`src/rtl/dbam_pkg.sv`:
```
// Shared types, codes and constants of the directory allocation map.
`default_nettype none
package dbam_pkg;

  // Default sizes of the directory and the block map.
  localparam int DBAM_EXTENTS  = 32;
  localparam int DBAM_BLOCKS   = 256;
  localparam int DBAM_POINTERS = 16;

  // Layout of one 32-byte extent.
  localparam int EXT_BYTES  = 32;
  localparam int STATUS_POS = 0;
  localparam int BC_POS     = 13;
  localparam int RC_POS     = 15;
  localparam int PTR_BASE   = 16;

  localparam logic [7:0] DEAD_MARK = 8'hE5;

  // File length: one block is 1024 bytes, one record 128 bytes.
  localparam int BLOCK_SHIFT  = 10;
  localparam int RECORD_SHIFT = 7;

  // Depth of the command queue between the front and the back end.
  localparam int QUEUE_DEPTH = 4;

  // Result kinds.
  localparam logic [1:0] RES_LISTING = 2'd0;
  localparam logic [1:0] RES_QUERY   = 2'd1;
  localparam logic [1:0] RES_DELETE  = 2'd2;

  // Item kinds.
  typedef enum logic [1:0] {
    OP_LOAD    = 2'd0,
    OP_REBUILD = 2'd1,
    OP_QUERY   = 2'd2,
    OP_DELETE  = 2'd3
  } op_t;

  // One command as it travels through the queue.
  typedef struct packed {
    op_t        op;
    logic [9:0] offset;
    logic [7:0] data;
    logic [7:0] block;
    logic [4:0] sel;
  } cmd_t;

endpackage
`default_nettype wire

```
`src/rtl/dbam_if.sv`:
```
// Valid/ready channel interfaces for items and results.
`default_nettype none
interface dbam_in_if;
  logic       valid;
  logic       ready;
  logic [1:0] kind;
  logic [9:0] dir_offset;
  logic [7:0] dir_byte;
  logic [7:0] query_blk;
  logic [4:0] extent_select;

  modport source (output valid, kind, dir_offset, dir_byte, query_blk, extent_select,
                  input ready);
  modport sink (input valid, kind, dir_offset, dir_byte, query_blk, extent_select,
                output ready);
endinterface

`default_nettype wire

```
`src/rtl/dbam_front.sv`:
```
// Front end: accepts items, drops those without effect and queues the rest.
`default_nettype none
module dbam_front #(
  parameter int EXTENTS = 32
) (
  input  wire logic          clk,
  input  wire logic          rst_n,
  dbam_in_if.sink            in_chan,
  output dbam_pkg::cmd_t     cmd,
  output logic               cmd_valid,
  input  wire logic          cmd_ready
);
  import dbam_pkg::*;

  localparam int DIR_BYTES = EXTENTS * EXT_BYTES;
  localparam int QAW       = $clog2(QUEUE_DEPTH);
  localparam logic [QAW:0] FULL = (QAW + 1)'(QUEUE_DEPTH);

  cmd_t           q_r [QUEUE_DEPTH];
  logic [QAW-1:0] wr_ptr_r;
  logic [QAW-1:0] rd_ptr_r;
  logic [QAW:0]   cnt_r;
  cmd_t           in_cmd;
  logic           keep;
  logic           push;
  logic           pop;

  // Classify the incoming transaction; out-of-range loads and deletes change nothing.
  always_comb begin
    in_cmd.op     = op_t'(in_chan.kind);
    in_cmd.offset = in_chan.dir_offset;
    in_cmd.data   = in_chan.dir_byte;
    in_cmd.block  = in_chan.query_blk;
    in_cmd.sel    = in_chan.extent_select;
    keep = 1'b1;
    if (in_cmd.op == OP_LOAD && 12'(in_cmd.offset) >= 12'(DIR_BYTES)) begin
      keep = 1'b0;
    end
    if (in_cmd.op == OP_DELETE && 7'(in_cmd.sel) >= 7'(EXTENTS)) begin
      keep = 1'b0;
    end
  end

  assign in_chan.ready = (cnt_r != FULL);
  assign push          = in_chan.valid && in_chan.ready && keep;
  assign cmd_valid     = (cnt_r != '0);
  assign pop           = cmd_valid && cmd_ready;
  assign cmd           = q_r[rd_ptr_r];

  // Queue pointers and fill count.
  always_ff @(posedge clk) begin
    if (!rst_n) begin
      wr_ptr_r <= '0;
      rd_ptr_r <= '0;
      cnt_r    <= '0;
    end else begin
      if (push) begin
        wr_ptr_r <= wr_ptr_r + 1'b1;
      end
      if (pop) begin
        rd_ptr_r <= rd_ptr_r + 1'b1;
      end
      if (push && !pop) begin
        cnt_r <= cnt_r + 1'b1;
      end else if (pop && !push) begin
        cnt_r <= cnt_r - 1'b1;
      end
    end
  end

  // Queue storage.
  always_ff @(posedge clk) begin
    if (push) begin
      q_r[wr_ptr_r] <= in_cmd;
    end
  end

endmodule
`default_nettype wire

```
`src/flat_wrapper.sv`:
```
// flat-port wrapper written by rule: the top's interface ports become plain ports
module dbam_front_flat import dbam_pkg::*;
#(
  parameter int EXTENTS = 32
)
  (clk, rst_n, cmd, cmd_valid, cmd_ready, in_chan_valid, in_chan_kind, in_chan_dir_offset, in_chan_dir_byte, in_chan_query_blk, in_chan_extent_select, in_chan_ready);
  dbam_in_if in_chan_i ();
  input  wire logic clk;
  input  wire logic rst_n;
  output dbam_pkg::cmd_t cmd;
  output logic cmd_valid;
  input  wire logic cmd_ready;
  input wire logic [$bits(in_chan_i.valid)-1:0] in_chan_valid;
  input wire logic [$bits(in_chan_i.kind)-1:0] in_chan_kind;
  input wire logic [$bits(in_chan_i.dir_offset)-1:0] in_chan_dir_offset;
  input wire logic [$bits(in_chan_i.dir_byte)-1:0] in_chan_dir_byte;
  input wire logic [$bits(in_chan_i.query_blk)-1:0] in_chan_query_blk;
  input wire logic [$bits(in_chan_i.extent_select)-1:0] in_chan_extent_select;
  output wire logic [$bits(in_chan_i.ready)-1:0] in_chan_ready;
  assign in_chan_i.valid = in_chan_valid;
  assign in_chan_i.kind = in_chan_kind;
  assign in_chan_i.dir_offset = in_chan_dir_offset;
  assign in_chan_i.dir_byte = in_chan_dir_byte;
  assign in_chan_i.query_blk = in_chan_query_blk;
  assign in_chan_i.extent_select = in_chan_extent_select;
  assign in_chan_ready = in_chan_i.ready;
  dbam_front #(.EXTENTS(EXTENTS)) u_core (.clk(clk), .rst_n(rst_n), .in_chan(in_chan_i), .cmd(cmd), .cmd_valid(cmd_valid), .cmd_ready(cmd_ready));
endmodule
```
`config.mk`:
```
export PLATFORM = sky130hd
export DESIGN_NAME = dbam_front_flat
export DESIGN_NICKNAME = d
export VERILOG_FILES = /design/src/rtl/dbam_pkg.sv /design/src/rtl/dbam_if.sv /design/src/rtl/dbam_front.sv /design/src/flat_wrapper.sv
export SDC_FILE = /design/constraint.sdc
export NUM_CORES = 1
export LEC_CHECK = 0
export BUFFER_PORTS_ARGS = -buffer_cell sky130_fd_sc_hd__buf_4
export CAP_MARGIN = 20
export CORE_MARGIN = 1
export CORE_UTILIZATION = 50
export DETAILED_ROUTE_END_ITERATION = 8
export PLACE_DENSITY = 0.74
export SYNTH_ARGS = -nofsm -noshare
export SYNTH_HDL_FRONTEND = slang
export SYNTH_SLANG_ARGS = --single-unit
```
`constraint.sdc`:
```
create_clock -name clk -period 2.4 [get_ports clk]
set_clock_uncertainty 0.15 [all_clocks]
set_input_delay 0.24 -clock clk [delete_from_list [all_inputs] [get_ports clk]]
set_output_delay 0.24 -clock clk [all_outputs]
set_load 0.02 [all_outputs]
```
==> flow_summary.yaml, run 1 <==
sta:
  rsz0062_at_grt: "false"
  slew_headroom: 0.680
  final_hold_viol_count: 0
  slew_violations: 0
  fin_tns_setup_ps: 0
  worst_slew_pin_slew_ps: 480
  fmax_mhz: 439
  period_share: 0.949
  min_period_ps: 2280
  setup_viol: 0
power_and_ir_drop:
  internal_power_uw: 5500
  power_switching_uw: 2150
  power.density_nw_per_um2: 1100
  seq_power_share: 0.406
  clockPowerShare: 0.327
  swShare: 0.281
  comb_power_share: 0.267
  ir_drop_uv: 807
  leakagePower_uw: 0.00243
floorplanning:
  die_w_um: 105
  die_area_um2: 11000
  io_pins: 72
  row_count: 37
  initial_core_util: 0.514
  coreArea_um2: 10300
  die_h_um: 105
global_route:
  first_global_vias: 2792
  grt_overflow: 0
  grt_usage: 0.181
  grt_pass1_wl_um: 14500
  antenna_found_initial: 0
  grt_max_degree: 20
setup_path:
  end_kind: "output port"
  cp_max_fo: 18
  crit_path_start_kind: "flop"
  reg2reg_slack_ps: 180
  worst_ep_required_time_ps: 2010
  arrival_ps: 1890
  worstSetupPathType: "flop to output port"
route:
  via_per_inst: 5.15
  drt_iter0_markers: 103
  vias: 2572
  drt_first_pass_iters: 5
  drcViolationCount: 0
  wl_per_cell_um: 18.5
  route.final.wire_length_um: 9210
  ant_nets: 0
clock_tree:
  path_clk_slew_ps: 60
  cts_made_buffers: 17
  cts_setup_buffers: 0
  cts_max_level: 4
  cts_buffer_depth: 2
  root_buffer: "clkbuf_8"
  clk_latency_ps: 510
  cts_tree: "built"
  cts_sinks: 141
placement:
  place_congestion: 0.640
  dpl.hpwl_um: 5410
  io_buffers: 71
  dp_cells: 432
job:
  cap_violations: 0
cells_and_area:
  nFillCells: 657
  nets: 393
  fin_cells: 499
  synthToLayoutAreaGrowth_pct: 31.2
  layout-drive-gt1-share: 0.433
  diodes: 0
yosys:
  synth_nets: 264
  avgSynthCellArea_um2: 24.0
  yosys_warnings: 0
  yosysUniqueCellTypes: 24
  synth_area_um2: 5300
  syn_inst: 221
  ys_seq_area_frac: 0.782
  synth_seq_cells: 141
worst_hold_path:
  hold_class: "input port to flop"
status:
  status: "complete, no violations"
-- metal layers --
metal  GRT usage  share of wire  up-vias
li1            -              -     1183
met1       0.224           0.43     1316
met2       0.307           0.52       60
met3      0.0487          0.040       13
met4      0.0664          0.011        0
met5           0              0        -
-- registers in the layout, summed over array words and instances, names as in the netlist, named ones only --
name and cells:
u_core.cnt_r 3, u_core.q_r 132, u_core.rd_ptr_r 2, u_core.wr_ptr_r 2
-- cells in the final DEF, fill, tap and decap left out --
cell type        n
edfxtp_1       132
buf_4           82
dlygate4sd3_1   35
mux4_2          33
clkbuf_16       16
dfxtp_1          7
nand2_1          5
ha_1             5
inv_6            5
and2_2           4
and2_1           4
clkinvlp_4       4
inv_1            3
mux2i_1          3
xnor2_1          3
dfxtp_2          2
bufinv_16        2
nor2_1           1
a21boi_4         1
o31ai_4          1
or3_2            1
nor2b_1          1
o311ai_2         1
xor2_1           1
o21ai_0          1
or3_1            1
a21boi_1         1
fa_1             1
clkbuf_8         1
clkinv_4         1
clkinv_1         1
inv_8            1
clkbuf_1         1
buf_12           1
buf_6            1
-- metrics by stage --
stage	setup slack, ps	total power [uW]	hold slack (ps)	util	area (um^2)
after floorplan	150	4510	189	-	5300
after global placement	219	5140	290	0.584	6030
after detailed placement	178	5170	292	0.584	6030
after CTS	17.8	7720	7.81	0.674	6950
after global routing	32.8	7950	21.5	0.674	6960
final	122	7650	24.2	0.674	6960
-- worst max-delay path, stage by stage (launching register included) --
cell and delay (ps):
dfxtp_2 620, buf_12 230, mux4_2 320, buf_4 180
-- layout make-up --
class	count	area [um^2]	share of cell area
timing repair buffer	119	997	0.143
sequential	141	4150	0.596
clock inverter	14	158	0.0227
tap	136	170	0.0245
inverter	3	11.3	0.00162
multi-input combinational	68	1060	0.152
clock buffer	18	418	0.0601
-- cells by family after synthesis --
logic type	after synthesis	share of synthesized area
flip-flops	141	0.782
multiplexers	36	0.146
AND/OR/NAND/NOR	17	0.0175
buffers and inverters	12	0.0198
adder cells (fa/ha/maj)	6	0.0156
AO/OA/AOI/OAI	5	0.0130
XOR/XNOR	4	0.00661
-- worst paths after layout --
check,start,to,cells after the start
setup / recovery,flop,cmd[7],3
hold / removal,cmd_ready,u_core.rd_ptr_r[0],4
setup reg to reg,u_core.cnt_r[0],u_core.cnt_r[2],8
hold reg to reg,u_core.wr_ptr_r[1],u_core.wr_ptr_r[1],2
-- power groups by stage --
stage,combinational (uW),clock [uW],sequential (uW)
floorplan,1390,0,3130
detailed placement,2020,0,3160
finish,2040,2500,3110
global route,2180,2640,3130
CTS,2070,2540,3110
global placement,2000,0,3140
-- timing repair --
| item | 4_1_cts | 5_1_grt |
|---|---|---|
| resized for setup | 0 | 1 |
| setup endpoints to repair | 0 | 16 |
| hold buffers | 35 | 0 |
| hold endpoints to repair | 141 | 0 |
-- synth_stat cells, drive strengths merged --
cell    instances  area [um^2]
mux2i           3         30.0
xor2            1         8.76
and2            8         50.1
dfxtp           9          180
edfxtp        132         3960
nor2            1         3.75
o311ai          1         16.3
mux4           33          743
nand2           5         18.8
or3             2         13.8
xnor2           3         26.3
buf             7         86.3
o21ai           1         5.00
o31ai           1         21.3
ha              5         62.6
nor2b           1         6.26
clkbuf          2         7.51
fa              1         20.0
inv             3         11.3
a21boi          2         26.3
Note: power is estimated with default switching activity, not from simulation.
==> inputs of run 2 (changes only) <==
--- a/config.mk
+++ b/config.mk
@@ -10,6 +10,7 @@
 export CORE_MARGIN = 1
 export CORE_UTILIZATION = 50
 export DETAILED_ROUTE_END_ITERATION = 8
+export MAX_ROUTING_LAYER = met4
 export PLACE_DENSITY = 0.74
 export SYNTH_ARGS = -nofsm -noshare
 export SYNTH_HDL_FRONTEND = slang
==> constraint.sdc (replaced) <==
create_clock -name clk -period 2.04 [get_ports clk]
set_clock_uncertainty 0.15 [all_clocks]
set_input_delay 0.204 -clock clk [delete_from_list [all_inputs] [get_ports clk]]
set_output_delay 0.204 -clock clk [all_outputs]
set_load 0.02 [all_outputs]
==> run 2 against run 1 <==
Compared with the run above:
- largest cell class unchanged
- worst setup slack got worse by 210 ps
- the run now ends with setup timing left
- count of clock-buffer cells in the layout up 3
- worst hold slack improved by 44 ps
- largest power group unchanged
- die area did not move
- first-iteration DRC count is 2.9% higher
- cell area is 2.8% higher
- flip-flop and latch count unchanged
==> flow_summary.yaml, run 2 (synthesized netlist as in run 1, its figures left out) <==
setup_path:
  r2r_cells: 7
  critPathSlowestCell: "mux4_2"
  crit_path_start_kind: "flop"
  arrival_ps: 1770
  end_kind: "output port"
  rr_endpoint: "u_core.cnt_r[2]"
  worst_ep_required_time_ps: 1690
  reg2reg_from: "u_core.cnt_r[1]"
  worstPathCellList: "buf_12 > mux4_2 > buf_6"
  cp_max_fo: 17
  reg2reg_slack_ps: -50
  worstSetupPathType: "flop to output port"
  cp_slowest_stage_delay_ps: 550
cells_and_area:
  final_common_cell: "edfxtp_1"
  top_register: "u_core.q_r"
  top_regs: "u_core.q_r x132, u_core.cnt_r x3"
  fin_cells: 506
  nets: 403
  synthToLayoutAreaGrowth_pct: 34.9
  diodes: 0
  final_cell_mix: "edfxtp_1 (132), buf_4 (54), dlygate4sd3_1 (35)"
  fin_util: 0.693
  largest_reg_flops: 132
  layout-drive-gt1-share: 0.457
clock_tree:
  root_buffer: "clkbuf_8"
  path_clk_slew_ps: 60
  cts_buffer_depth: 2
  cts_made_buffers: 17
  cts_tree: "built"
  cts_max_level: 4
  cts_sinks: 141
  clk_latency_ps: 510
worst_hold_path:
  hold_class: "input port to flop"
  holdCritStartpoint: "in_chan_valid"
  hold_end: "u_core.wr_ptr_r[0]"
  hold_depth: 4
floorplanning:
  row_count: 37
  io_pins: 72
  die_w_um: 105
  coreArea_um2: 10300
  die_area_um2: 11000
  die_h_um: 105
  initial_core_util: 0.514
route:
  drcViolationCount: 0
  route.final.wire_length_um: 8910
  ant_nets: 0
  vias: 2589
  via_per_inst: 5.12
  drt_first_pass_iters: 5
  wl_per_cell_um: 17.6
  drt_iter0_markers: 106
sta:
  rsz0062_at_grt: "true"
  min_period_ps: 2130
  setup_slack_ps: -87.0
  fin_tns_setup_ps: -2060
  fin_hold_ws_ps: 68.2
  final_hold_viol_count: 0
  period_share: 1.04
  worst_slew_pin_slew_ps: 327
  slew_headroom: 0.782
  slew_violations: 0
  fmax_mhz: 470
  setup_viol: 34
global_route:
  grt_pass1_wl_um: 14400
  grt_usage: 0.188
  antenna_found_initial: 0
  grt_max_degree: 23
  grt_overflow: 0
  first_global_vias: 2911
power_and_ir_drop:
  power.density_nw_per_um2: 1260
  leakagePower_uw: 0.00250
  ir_drop_uv: 720
  fin_total_pwr_uw: 8970
placement:
  dpl.hpwl_um: 5420
  dp_cells: 437
  place_congestion: 0.725
  io_buffers: 71
job:
  cap_violations: 0
status:
  status: "complete, but fails checks"
  violations: "setup timing"
run 2: worst max-delay path by stage:
| stage | from | end | slack [ps] |
|---|---|---|---|
| after floorplan | u_core.cnt_r[0] | u_core.cnt_r[2] | 20 |
| after global placement | u_core.cnt_r[0] | u_core.cnt_r[2] | 50 |
| after CTS | flop | cmd[24] | -130 |
| final | flop | cmd[26] | -90 |
| after detailed placement | u_core.cnt_r[0] | u_core.cnt_r[2] | -40 |
| after global routing | flop | cmd[23] | -170 |
run 2: stage by stage:
step | setup WS [ps] | instance area [um^2]
after floorplan | 17.2 | 5320
after global placement | 51.5 | 6140
final | -87.0 | 7150
after CTS | -133 | 7110
after detailed placement | -40.5 | 6140
after global routing | -172 | 7150
run 2: cell type report:
class / instances / area (um^2)
Tap cell: 136 / 170
Clock buffer: 21 / 429
Fill cell: 636 / 3170
Multi-Input combinational cell: 68 / 1070
Sequential cell: 141 / 4160
Clock inverter: 8 / 48.8
Inverter: 3 / 11.3
Timing Repair Buffer: 129 / 1260
run 2: what timing repair did:
| item | 4_1_cts | 5_1_grt |
|---|---|---|
| hold buffers | 35 | 0 |
| endpoints found under the setup margin | 34 | 35 |
| resized for setup | 34 | 4 |
| pin swaps | 2 | 2 |
| hold endpoints to repair | 141 | 0 |
| cloned | 0 | 0 |
| buffers inserted | 1 | 4 |
run 2: where the power goes:
group / switching (uW) / internal [uW]
sequential: 119 / 3540
combinational: 1310 / 1550
clock: 1010 / 1460
run 2: critical path, delay by kind of cell (launching register included):
family,cells,cell delay (ps)
mux,1,550
flops,1,370
buf+inv,2,330
run 2: metal layers:
metal | global-route usage | part of all wire | up-vias
li1 | - | - | 1195
met1 | 0.221 | 0.42 | 1311
met2 | 0.306 | 0.53 | 75
met4 | 0.0734 | 0.0092 | 0
met5 | - | 0 | -
met3 | 0.0580 | 0.048 | 8
